`src/smr_pkg.sv`:
```
// Shared types and constants for the mean and RMS accumulator.
package smr_pkg;

    localparam int SAMPLE_W   = 16;  // Q8.8 sample width
    localparam int MEAN_W     = 16;  // Q8.8 mean width
    localparam int ROOT_W     = 16;  // Q8.8 rms width, root bits
    localparam int COUNT_W    = 8;   // count field width
    localparam int PROD_W     = 31;  // one square, at most 2**30
    localparam int ROOT_IN_W  = 32;  // radicand width, two bits per root step
    localparam int ROOT_REM_W = 20;  // partial remainder of the root

    typedef enum logic [2:0] {
        ST_RUN,
        ST_START,
        ST_DIV,
        ST_ROOT_START,
        ST_ROOT,
        ST_LOAD
    } t_state;

    typedef struct packed {
        logic ready;      // take samples
        logic load_div;   // latch totals into the dividers, clear totals
        logic step_div;   // one quotient bit
        logic load_root;  // latch mean square into the root unit
        logic step_root;  // one root bit
        logic load_out;   // write the result register
    } t_cmd;

    typedef struct packed {
        logic last_in_stage;  // last sample of a run is being accumulated
        logic out_free;       // result register can take a new result
    } t_status;

endpackage

```
`src/smr_ctrl.sv`:
```
// Sequencer for accumulation, division and square root.
module smr_ctrl #(
    parameter int MAX_SAMPLES = 128
) (
    input  logic             i_clk,
    input  logic             i_rst_n,
    input  smr_pkg::t_status i_status,
    output smr_pkg::t_cmd    o_cmd
);

    localparam int SQ_W   = 31 + $clog2(MAX_SAMPLES);
    localparam int ITER_W = $clog2(SQ_W);

    smr_pkg::t_state r_state, n_state;
    logic [ITER_W-1:0] r_iter, n_iter;

    always_ff @(posedge i_clk) begin
        if (!i_rst_n) begin
            r_state <= smr_pkg::ST_RUN;
            r_iter  <= '0;
        end else begin
            r_state <= n_state;
            r_iter  <= n_iter;
        end
    end

    // next state
    always_comb begin
        n_state = r_state;
        case (r_state)
            smr_pkg::ST_RUN: begin
                if (i_status.last_in_stage) n_state = smr_pkg::ST_START;
            end
            smr_pkg::ST_START:      n_state = smr_pkg::ST_DIV;
            smr_pkg::ST_DIV: begin
                if (r_iter == '0) n_state = smr_pkg::ST_ROOT_START;
            end
            smr_pkg::ST_ROOT_START: n_state = smr_pkg::ST_ROOT;
            smr_pkg::ST_ROOT: begin
                if (r_iter == '0) n_state = smr_pkg::ST_LOAD;
            end
            smr_pkg::ST_LOAD: begin
                if (i_status.out_free) n_state = smr_pkg::ST_RUN;
            end
            default:                n_state = smr_pkg::ST_RUN;
        endcase
    end

    // step counter
    always_comb begin
        n_iter = r_iter;
        case (r_state)
            smr_pkg::ST_START:      n_iter = ITER_W'(SQ_W - 1);
            smr_pkg::ST_ROOT_START: n_iter = ITER_W'(smr_pkg::ROOT_W - 1);
            smr_pkg::ST_DIV,
            smr_pkg::ST_ROOT:       n_iter = r_iter - 1'b1;
            default:                n_iter = r_iter;
        endcase
    end

    // outputs
    always_comb begin
        o_cmd = '0;
        case (r_state)
            smr_pkg::ST_RUN:        o_cmd.ready     = !i_status.last_in_stage;
            smr_pkg::ST_START:      o_cmd.load_div  = 1'b1;
            smr_pkg::ST_DIV:        o_cmd.step_div  = 1'b1;
            smr_pkg::ST_ROOT_START: o_cmd.load_root = 1'b1;
            smr_pkg::ST_ROOT:       o_cmd.step_root = 1'b1;
            smr_pkg::ST_LOAD:       o_cmd.load_out  = i_status.out_free;
            default:                o_cmd           = '0;
        endcase
    end

    a_ready_in_run: assert property (@(posedge i_clk) disable iff (!i_rst_n)
        o_cmd.ready |-> r_state == smr_pkg::ST_RUN)
        else $error("ready outside run state");

    a_div_to_root: assert property (@(posedge i_clk) disable iff (!i_rst_n)
        (r_state == smr_pkg::ST_DIV && r_iter == '0) |=> r_state == smr_pkg::ST_ROOT_START)
        else $error("divide did not hand over to root");

    a_div_length: assert property (@(posedge i_clk) disable iff (!i_rst_n)
        r_state == smr_pkg::ST_START |=> (r_state == smr_pkg::ST_DIV
                                          && r_iter == ITER_W'(SQ_W - 1)))
        else $error("divide started with wrong step count");

endmodule

```
`src/smr_datapath.sv`:
```
// Accumulators, restoring dividers, square root unit and result register.
module smr_datapath #(
    parameter int MAX_SAMPLES = 128
) (
    input  logic                                i_clk,
    input  logic                                i_rst_n,
    input  logic                                i_accept,
    input  logic signed [smr_pkg::SAMPLE_W-1:0] i_sample,
    input  logic                                i_last,
    input  logic                                i_out_ready,
    input  smr_pkg::t_cmd                       i_cmd,
    output smr_pkg::t_status                    o_status,
    output logic                                o_valid,
    output logic signed [smr_pkg::MEAN_W-1:0]   o_mean,
    output logic        [smr_pkg::ROOT_W-1:0]   o_rms,
    output logic        [smr_pkg::COUNT_W-1:0]  o_count,
    output logic                                o_too_many
);

    localparam int CNT_W = $clog2(MAX_SAMPLES + 1);
    localparam int SUM_W = smr_pkg::SAMPLE_W + $clog2(MAX_SAMPLES);
    localparam int SQ_W  = smr_pkg::PROD_W + $clog2(MAX_SAMPLES);

    // input stage: square the sample
    logic                                r_p_valid;
    logic                                r_p_last;
    logic signed [smr_pkg::SAMPLE_W-1:0] r_p_sample;
    logic        [smr_pkg::PROD_W-1:0]   r_p_sq;
    logic signed [2*smr_pkg::SAMPLE_W-1:0] w_prod;

    assign w_prod = i_sample * i_sample;

    always_ff @(posedge i_clk) begin
        if (!i_rst_n) begin
            r_p_valid <= 1'b0;
            r_p_last  <= 1'b0;
        end else begin
            r_p_valid <= i_accept;
            r_p_last  <= i_accept && i_last;
        end
    end

    always_ff @(posedge i_clk) begin
        if (i_accept) begin
            r_p_sample <= i_sample;
            r_p_sq     <= w_prod[smr_pkg::PROD_W-1:0];
        end
    end

    // accumulators
    logic signed [SUM_W-1:0] r_sum;
    logic        [SQ_W-1:0]  r_sq;
    logic        [CNT_W-1:0] r_cnt;
    logic                    r_ovf;

    always_ff @(posedge i_clk) begin
        if (!i_rst_n || i_cmd.load_div) begin
            r_sum <= '0;
            r_sq  <= '0;
            r_cnt <= '0;
            r_ovf <= 1'b0;
        end else if (r_p_valid) begin
            if (r_cnt == CNT_W'(MAX_SAMPLES)) begin
                r_ovf <= 1'b1;
            end else begin
                r_sum <= r_sum + SUM_W'(r_p_sample);
                r_sq  <= r_sq + SQ_W'(r_p_sq);
                r_cnt <= r_cnt + 1'b1;
            end
        end
    end

    // dividers: magnitude of the sum and the square sum, both by the count
    logic [SUM_W-1:0] w_sum_mag;
    logic [CNT_W-1:0] r_div;
    logic             r_neg;
    logic             r_res_ovf;
    logic [SQ_W-1:0]  r_dq_sum, r_dq_sq;
    logic [CNT_W-1:0] r_dr_sum, r_dr_sq;
    logic [CNT_W:0]   w_sh_sum, w_sh_sq;
    logic             w_bit_sum, w_bit_sq;

    assign w_sum_mag = r_sum[SUM_W-1] ? SUM_W'(-r_sum) : SUM_W'(r_sum);
    assign w_sh_sum  = {r_dr_sum, r_dq_sum[SQ_W-1]};
    assign w_sh_sq   = {r_dr_sq,  r_dq_sq[SQ_W-1]};
    assign w_bit_sum = w_sh_sum >= {1'b0, r_div};
    assign w_bit_sq  = w_sh_sq  >= {1'b0, r_div};

    always_ff @(posedge i_clk) begin
        if (i_cmd.load_div) begin
            r_div     <= r_cnt;
            r_neg     <= r_sum[SUM_W-1];
            r_res_ovf <= r_ovf;
            r_dq_sum  <= SQ_W'(w_sum_mag);
            r_dq_sq   <= r_sq;
            r_dr_sum  <= '0;
            r_dr_sq   <= '0;
        end else if (i_cmd.step_div) begin
            r_dq_sum <= {r_dq_sum[SQ_W-2:0], w_bit_sum};
            r_dq_sq  <= {r_dq_sq[SQ_W-2:0], w_bit_sq};
            r_dr_sum <= w_bit_sum ? CNT_W'(w_sh_sum - {1'b0, r_div}) : CNT_W'(w_sh_sum);
            r_dr_sq  <= w_bit_sq  ? CNT_W'(w_sh_sq  - {1'b0, r_div}) : CNT_W'(w_sh_sq);
        end
    end

    // square root, one result bit per step
    logic [smr_pkg::ROOT_IN_W-1:0]  r_rv;
    logic [smr_pkg::ROOT_REM_W-1:0] r_rrem;
    logic [smr_pkg::ROOT_W-1:0]     r_root;
    logic [smr_pkg::ROOT_REM_W-1:0] w_rem2, w_trial;
    logic                           w_rbit;

    assign w_rem2  = {r_rrem[smr_pkg::ROOT_REM_W-3:0],
                      r_rv[smr_pkg::ROOT_IN_W-1:smr_pkg::ROOT_IN_W-2]};
    assign w_trial = {2'b00, r_root, 2'b01};
    assign w_rbit  = w_rem2 >= w_trial;

    always_ff @(posedge i_clk) begin
        if (i_cmd.load_root) begin
            r_rv   <= {1'b0, r_dq_sq[smr_pkg::ROOT_IN_W-2:0]};
            r_rrem <= '0;
            r_root <= '0;
        end else if (i_cmd.step_root) begin
            r_rv   <= {r_rv[smr_pkg::ROOT_IN_W-3:0], 2'b00};
            r_rrem <= w_rbit ? (w_rem2 - w_trial) : w_rem2;
            r_root <= {r_root[smr_pkg::ROOT_W-2:0], w_rbit};
        end
    end

    // result register
    logic [smr_pkg::MEAN_W-1:0]    w_mean_mag;
    logic [smr_pkg::MEAN_W-1:0]    w_mean;
    logic [CNT_W+smr_pkg::COUNT_W-1:0] w_cnt_ext;
    logic                          r_o_valid;

    assign w_mean_mag = r_dq_sum[smr_pkg::MEAN_W-1:0];
    assign w_mean     = r_neg ? (~w_mean_mag + 1'b1) : w_mean_mag;
    assign w_cnt_ext  = {{smr_pkg::COUNT_W{1'b0}}, r_div};

    always_ff @(posedge i_clk) begin
        if (!i_rst_n) begin
            r_o_valid <= 1'b0;
        end else if (i_cmd.load_out) begin
            r_o_valid <= 1'b1;
        end else if (i_out_ready) begin
            r_o_valid <= 1'b0;
        end
    end

    always_ff @(posedge i_clk) begin
        if (i_cmd.load_out) begin
            o_mean     <= r_res_ovf ? '0 : w_mean;
            o_rms      <= r_res_ovf ? '0 : r_root;
            o_count    <= w_cnt_ext[smr_pkg::COUNT_W-1:0];
            o_too_many <= r_res_ovf;
        end
    end

    assign o_valid                = r_o_valid;
    assign o_status.last_in_stage = r_p_valid && r_p_last;
    assign o_status.out_free      = !r_o_valid || i_out_ready;

    a_cnt_bound: assert property (@(posedge i_clk) disable iff (!i_rst_n)
        r_cnt <= CNT_W'(MAX_SAMPLES))
        else $error("sample count above bound");

    a_load_quiet: assert property (@(posedge i_clk) disable iff (!i_rst_n)
        i_cmd.load_div |-> !r_p_valid && !i_accept)
        else $error("sample in flight while totals are latched");

    a_load_free: assert property (@(posedge i_clk) disable iff (!i_rst_n)
        i_cmd.load_out |-> (!r_o_valid || i_out_ready))
        else $error("result overwritten before transfer");

endmodule

```
`src/signal_mean_rms.sv`:
```
// Top level: mean and RMS of runs of Q8.8 samples.
// Throughput: one sample per cycle within a run; each run ends with a
// divide, root and result-load phase during which no sample is taken.
// Result path: the last sample is followed by the bit-serial dividers
// (SQ_W steps) and the 16-step square root; the result register holds each
// result until it is taken, so the next run can start meanwhile.
// Reset: synchronous, active low; clears totals, sequencer and result valid.
module signal_mean_rms #(
    parameter int MAX_SAMPLES = 128
) (
    input  logic                                i_clk,
    input  logic                                i_rst_n,
    // sample channel
    input  logic                                i_valid,
    output logic                                o_ready,
    input  logic signed [smr_pkg::SAMPLE_W-1:0] i_sample,
    input  logic                                i_last,
    // result channel
    output logic                                o_valid,
    input  logic                                i_ready,
    output logic signed [smr_pkg::MEAN_W-1:0]   o_mean,
    output logic        [smr_pkg::ROOT_W-1:0]   o_rms,
    output logic        [smr_pkg::COUNT_W-1:0]  o_count,
    output logic                                o_too_many
);

    smr_pkg::t_cmd    w_cmd;
    smr_pkg::t_status w_status;
    logic             w_accept;

    // a sample transaction completes when both sides agree
    assign o_ready  = w_cmd.ready;
    assign w_accept = i_valid && w_cmd.ready;

    // sequencer: run, divide, root, hand result to the output register
    smr_ctrl #(
        .MAX_SAMPLES(MAX_SAMPLES)
    ) u_ctrl (
        .i_clk    (i_clk),
        .i_rst_n  (i_rst_n),
        .i_status (w_status),
        .o_cmd    (w_cmd)
    );

    // arithmetic and the result register
    smr_datapath #(
        .MAX_SAMPLES(MAX_SAMPLES)
    ) u_datapath (
        .i_clk       (i_clk),
        .i_rst_n     (i_rst_n),
        .i_accept    (w_accept),
        .i_sample    (i_sample),
        .i_last      (i_last),
        .i_out_ready (i_ready),
        .i_cmd       (w_cmd),
        .o_status    (w_status),
        .o_valid     (o_valid),
        .o_mean      (o_mean),
        .o_rms       (o_rms),
        .o_count     (o_count),
        .o_too_many  (o_too_many)
    );

endmodule
```
`config.mk`:
```
export PLATFORM = sky130hd
export DESIGN_NAME = signal_mean_rms
export DESIGN_NICKNAME = d
export VERILOG_FILES = /design/src/smr_pkg.sv /design/src/smr_ctrl.sv /design/src/smr_datapath.sv /design/src/signal_mean_rms.sv
export SDC_FILE = /design/constraint.sdc
export NUM_CORES = 1
export LEC_CHECK = 0
export ABC_AREA = 1
export BUFFER_PORTS_ARGS = -buffer_cell sky130_fd_sc_hd__buf_2
export CAP_MARGIN = 20
export CORE_MARGIN = 2
export CORE_UTILIZATION = 45
export DETAILED_ROUTE_END_ITERATION = 8
export PLACE_DENSITY_LB_ADDON = 0.3
export SYNTH_ARGS = -nofsm -noshare
export SYNTH_HDL_FRONTEND = slang
export SYNTH_SLANG_ARGS = --single-unit
```
`constraint.sdc`:
```
create_clock -name i_clk -period 10 [get_ports i_clk]
set_input_delay 3 -clock i_clk [delete_from_list [all_inputs] [get_ports i_clk]]
set_output_delay 3 -clock i_clk [all_outputs]
set_load 0.01 [all_outputs]
```
==> impl_metrics.json <==
{
  "row_count": 91,
  "cts-root-buf": "clkbuf_16",
  "whs_endpoint": "u_datapath.r_res_ovf",
  "port_buffers": 63,
  "timing.fmax_ghz": 0.118,
  "avgSynthCellArea_um2": 7.72,
  "synthFlopType": "edfxtp_1",
  "die_area_um2": 64700,
  "numCtsBuffers": 36,
  "reg2reg_slack_ns": 6.83,
  "drc_errors": 0,
  "io_pins": 64,
  "wire_per_inst_um": 14.4,
  "nFillCells": 6057,
  "period_needed_ns": 8.51,
  "synth_most_common_cell": "nand2_1",
  "fp.dieH_um": 254,
  "synth_compound_area_share_pct": 8.96,
  "cts.clk_slew.worst_paths_ns": 0.06,
  "cts_setup_buffers": 0,
  "wirelength_um": 65500,
  "synth_edf_count": 188,
  "cap_violations": 0,
  "ant_nets": 0,
  "die_width_um": 254,
  "syn_to_final_growth_pct": 8.20,
  "grt_overflow": 0,
  "rr_endpoint": "u_datapath.r_sq[36]",
  "synthAdderAreaFrac_pct": 24.3,
  "timing.rr.start": "u_ctrl.r_state[1]",
  "drv_slew": 0,
  "grt_pass1_vias": 22000,
  "syn_nets": 4085,
  "yosysSeqAreaShare_pct": 30.5,
  "cts_tree": "done",
  "final-hold-violation-count": 0,
  "synth-simple-area-share_pct": 21.1,
  "min-delay-start": "u_datapath.r_ovf",
  "synth_commonest_cells": "nand2_1 (916), inv_1 (797), fa_1 (233)",
  "antenna_found_initial": 1,
  "min_period_over_period_pct": 85.1,
  "place_congestion": 0.942,
  "clockBufferDepth": 3,
  "via_count": 22300,
  "final_core_util_pct": 49.4,
  "postCtsHoldBufs": 0,
  "cts_sinks": 336,
  "hold_slack_ns": 0.430,
  "netlist_area_um2": 28200,
  "yosys.area.top_type_share_pct": 20.0,
  "grtUsageTotal_pct": 20.7,
  "skew_ns": 0.0234,
  "syn_inst": 3655,
  "synthXorXnorAreaFrac_pct": 2.79,
  "yosys_warnings": 0,
  "grt_pass1_wl_um": 109000,
  "startpoint_type": "input port",
  "maxSlewHeadroom_pct": 30.8,
  "via_per_inst": 4.92,
  "worstPathMaxFanout": 23,
  "dp.final_hpwl_um": 51000,
  "status": "finished, final reports clean",
  "cts_repair_resize_count": 0,
  "synthTopCellsByArea": "edfxtp_1 (20%), fa_1 (17%), nand2_1 (12%)",
  "rsz0062_at_grt": "false",
  "crit_type": "in -> reg",
  "synth_area_leader_cell": "edfxtp_1",
  "ys_types": 50,
  "grt_max_degree": 78,
  "crit_path_end_kind": "flip-flop",
  "holdPathStages": 0,
  "hp-class": "reg -> reg",
  "synth-seq-cells": 336,
  "worst_ep_required_time_ns": 10.27,
  "clkLatencyLatePin_ns": 0.54,
  "synthMuxAreaShare_pct": 0,
  "core_region_area_um2": 61800,
  "async_reset_ff_share_pct": 0,
  "finalSetupViolations": 0,
  "synth_top_family_by_area": "adder cells",
  "worst_pin_slew_ns": 1.04,
  "h-tree-depth": 2,
  "tns_ns": 0,
  "fin_cells": 4536,
  "place_inst": 4470,
  "firstDrtPassIters": 5,
  "start_util_pct": 45.6,
  "reg2regPathDepth": 10,
  "drive_above_1_share_pct": 4.98,
  "drt_iter0_drc": 1333,
  "cp.arrival_ns": 8.78,
  "num-nets-final": 4101
}
[through the flow]
stage	setup WS, ns	cell area (um2)
global placement	1.10	29300
detailed placement	0.968	29300
finish	1.49	30500
floorplan	1.31	28200
global route	1.03	30500
CTS	1.51	30500
[area by class of cell]
| cell class | count | area, um2 | area share, % |
|---|---|---|---|
| Clock buffer | 48 | 1030 | 3.37 |
| Antenna cell | 1 | 2.50 | 0.00820 |
| Clock inverter | 17 | 229 | 0.750 |
| Multi-Input combinational cell | 2411 | 16200 | 52.9 |
| Sequential cell | 336 | 8610 | 28.2 |
| Tap cell | 837 | 1050 | 3.43 |
| Inverter | 810 | 3040 | 9.96 |
| Timing Repair Buffer | 76 | 413 | 1.35 |
[critical path, cell delays in order]
cell	delay, ns
buf_2	0.38
nand2_1	0.19
inv_1	0.11
fa_1	0.46
inv_1	0.24
fa_1	0.56
inv_1	0.38
fa_1	0.48
fa_1	0.49
inv_1	0.06
fa_1	0.50
fa_1	0.54
inv_1	0.04
ha_1	0.36
nand2_1	0.13
nor3_1	0.31
nand2_1	0.08
or2_2	0.30
nand3_1	0.09
xor2_1	0.06
[metal layers]
metal | track usage (%) | vias to the layer above | part of all wire (%)
met5 | 0 | - | 0
met4 | 4.87 | 0 | 2.0
met3 | 2.30 | 88 | 4.1
met2 | 36.4 | 418 | 48
met1 | 27.4 | 10400 | 46
li1 | - | 11400 | -
[sequential cells by signal, summed over array words and instances, names as in the netlist, 3 cells and up]
name and cells:
u_datapath.r_dr_sum 8, u_datapath.r_cnt 8, u_datapath.r_p_sq 30, u_ctrl.r_iter 6, u_datapath.r_sum 23, u_datapath.r_rrem 18
u_datapath.r_div 8, u_datapath.r_p_sample 15, u_datapath.r_dr_sq 8, u_datapath.r_rv 32, u_datapath.o_mean 16, u_datapath.r_dq_sq 38
u_datapath.r_dq_sum 38, u_datapath.r_sq 38, u_datapath.o_count 8, u_datapath.o_rms 16, u_ctrl.r_state 3, u_datapath.r_root 16
[logic make-up (layout without fill, tap and decap cells)]
group                    Yosys count  after routing
adder cells (fa/ha/maj)          409            409
XOR/XNOR                          90             90
flip-flops                       336            336
AO/OA/AOI/OAI                    466            466
AND/OR/NAND/NOR                 1446           1446
other                              0              1
buffers and inverters            908            951
[placed cells by master (no fill, tap or decap), types with 6 or more instances in the layout]
| master | count |
|---|---|
| nand2_2 | 8 |
| o21a_1 | 11 |
| clkbuf_1 | 6 |
| a21oi_1 | 207 |
| o21bai_1 | 12 |
| inv_2 | 10 |
| fa_1 | 233 |
| buf_2 | 63 |
| o21ai_0 | 164 |
| xnor2_1 | 30 |
| nand4_1 | 37 |
| nor2_1 | 230 |
| inv_1 | 796 |
| nor2_2 | 7 |
| ha_1 | 176 |
| a21o_1 | 12 |
| nand2_1 | 913 |
| buf_4 | 13 |
| clkbuf_16 | 38 |
| nand3_1 | 183 |
| nor3_1 | 34 |
| edfxtp_1 | 188 |
| o211ai_1 | 11 |
| dfxtp_1 | 148 |
| o22ai_1 | 28 |
| xor2_1 | 60 |
| or2_2 | 9 |
[worst max-delay path by stage]
| stage | start | to | depth (start not counted) |
|---|---|---|---|
| floorplan | i_sample[15] | u_datapath.r_p_sq[29] | 21 |
| global placement | i_sample[15] | u_datapath.r_p_sq[29] | 22 |
| detailed placement | i_sample[15] | u_datapath.r_p_sq[29] | 20 |
| CTS | i_sample[15] | u_datapath.r_p_sq[29] | 20 |
| global route | i_sample[15] | u_datapath.r_p_sq[29] | 20 |
| finish | i_sample[15] | u_datapath.r_p_sq[29] | 20 |
Power is left out: the tool's default activity adds up to more than one toggle a clock period on the data nets, which glitch-free logic cannot reach.
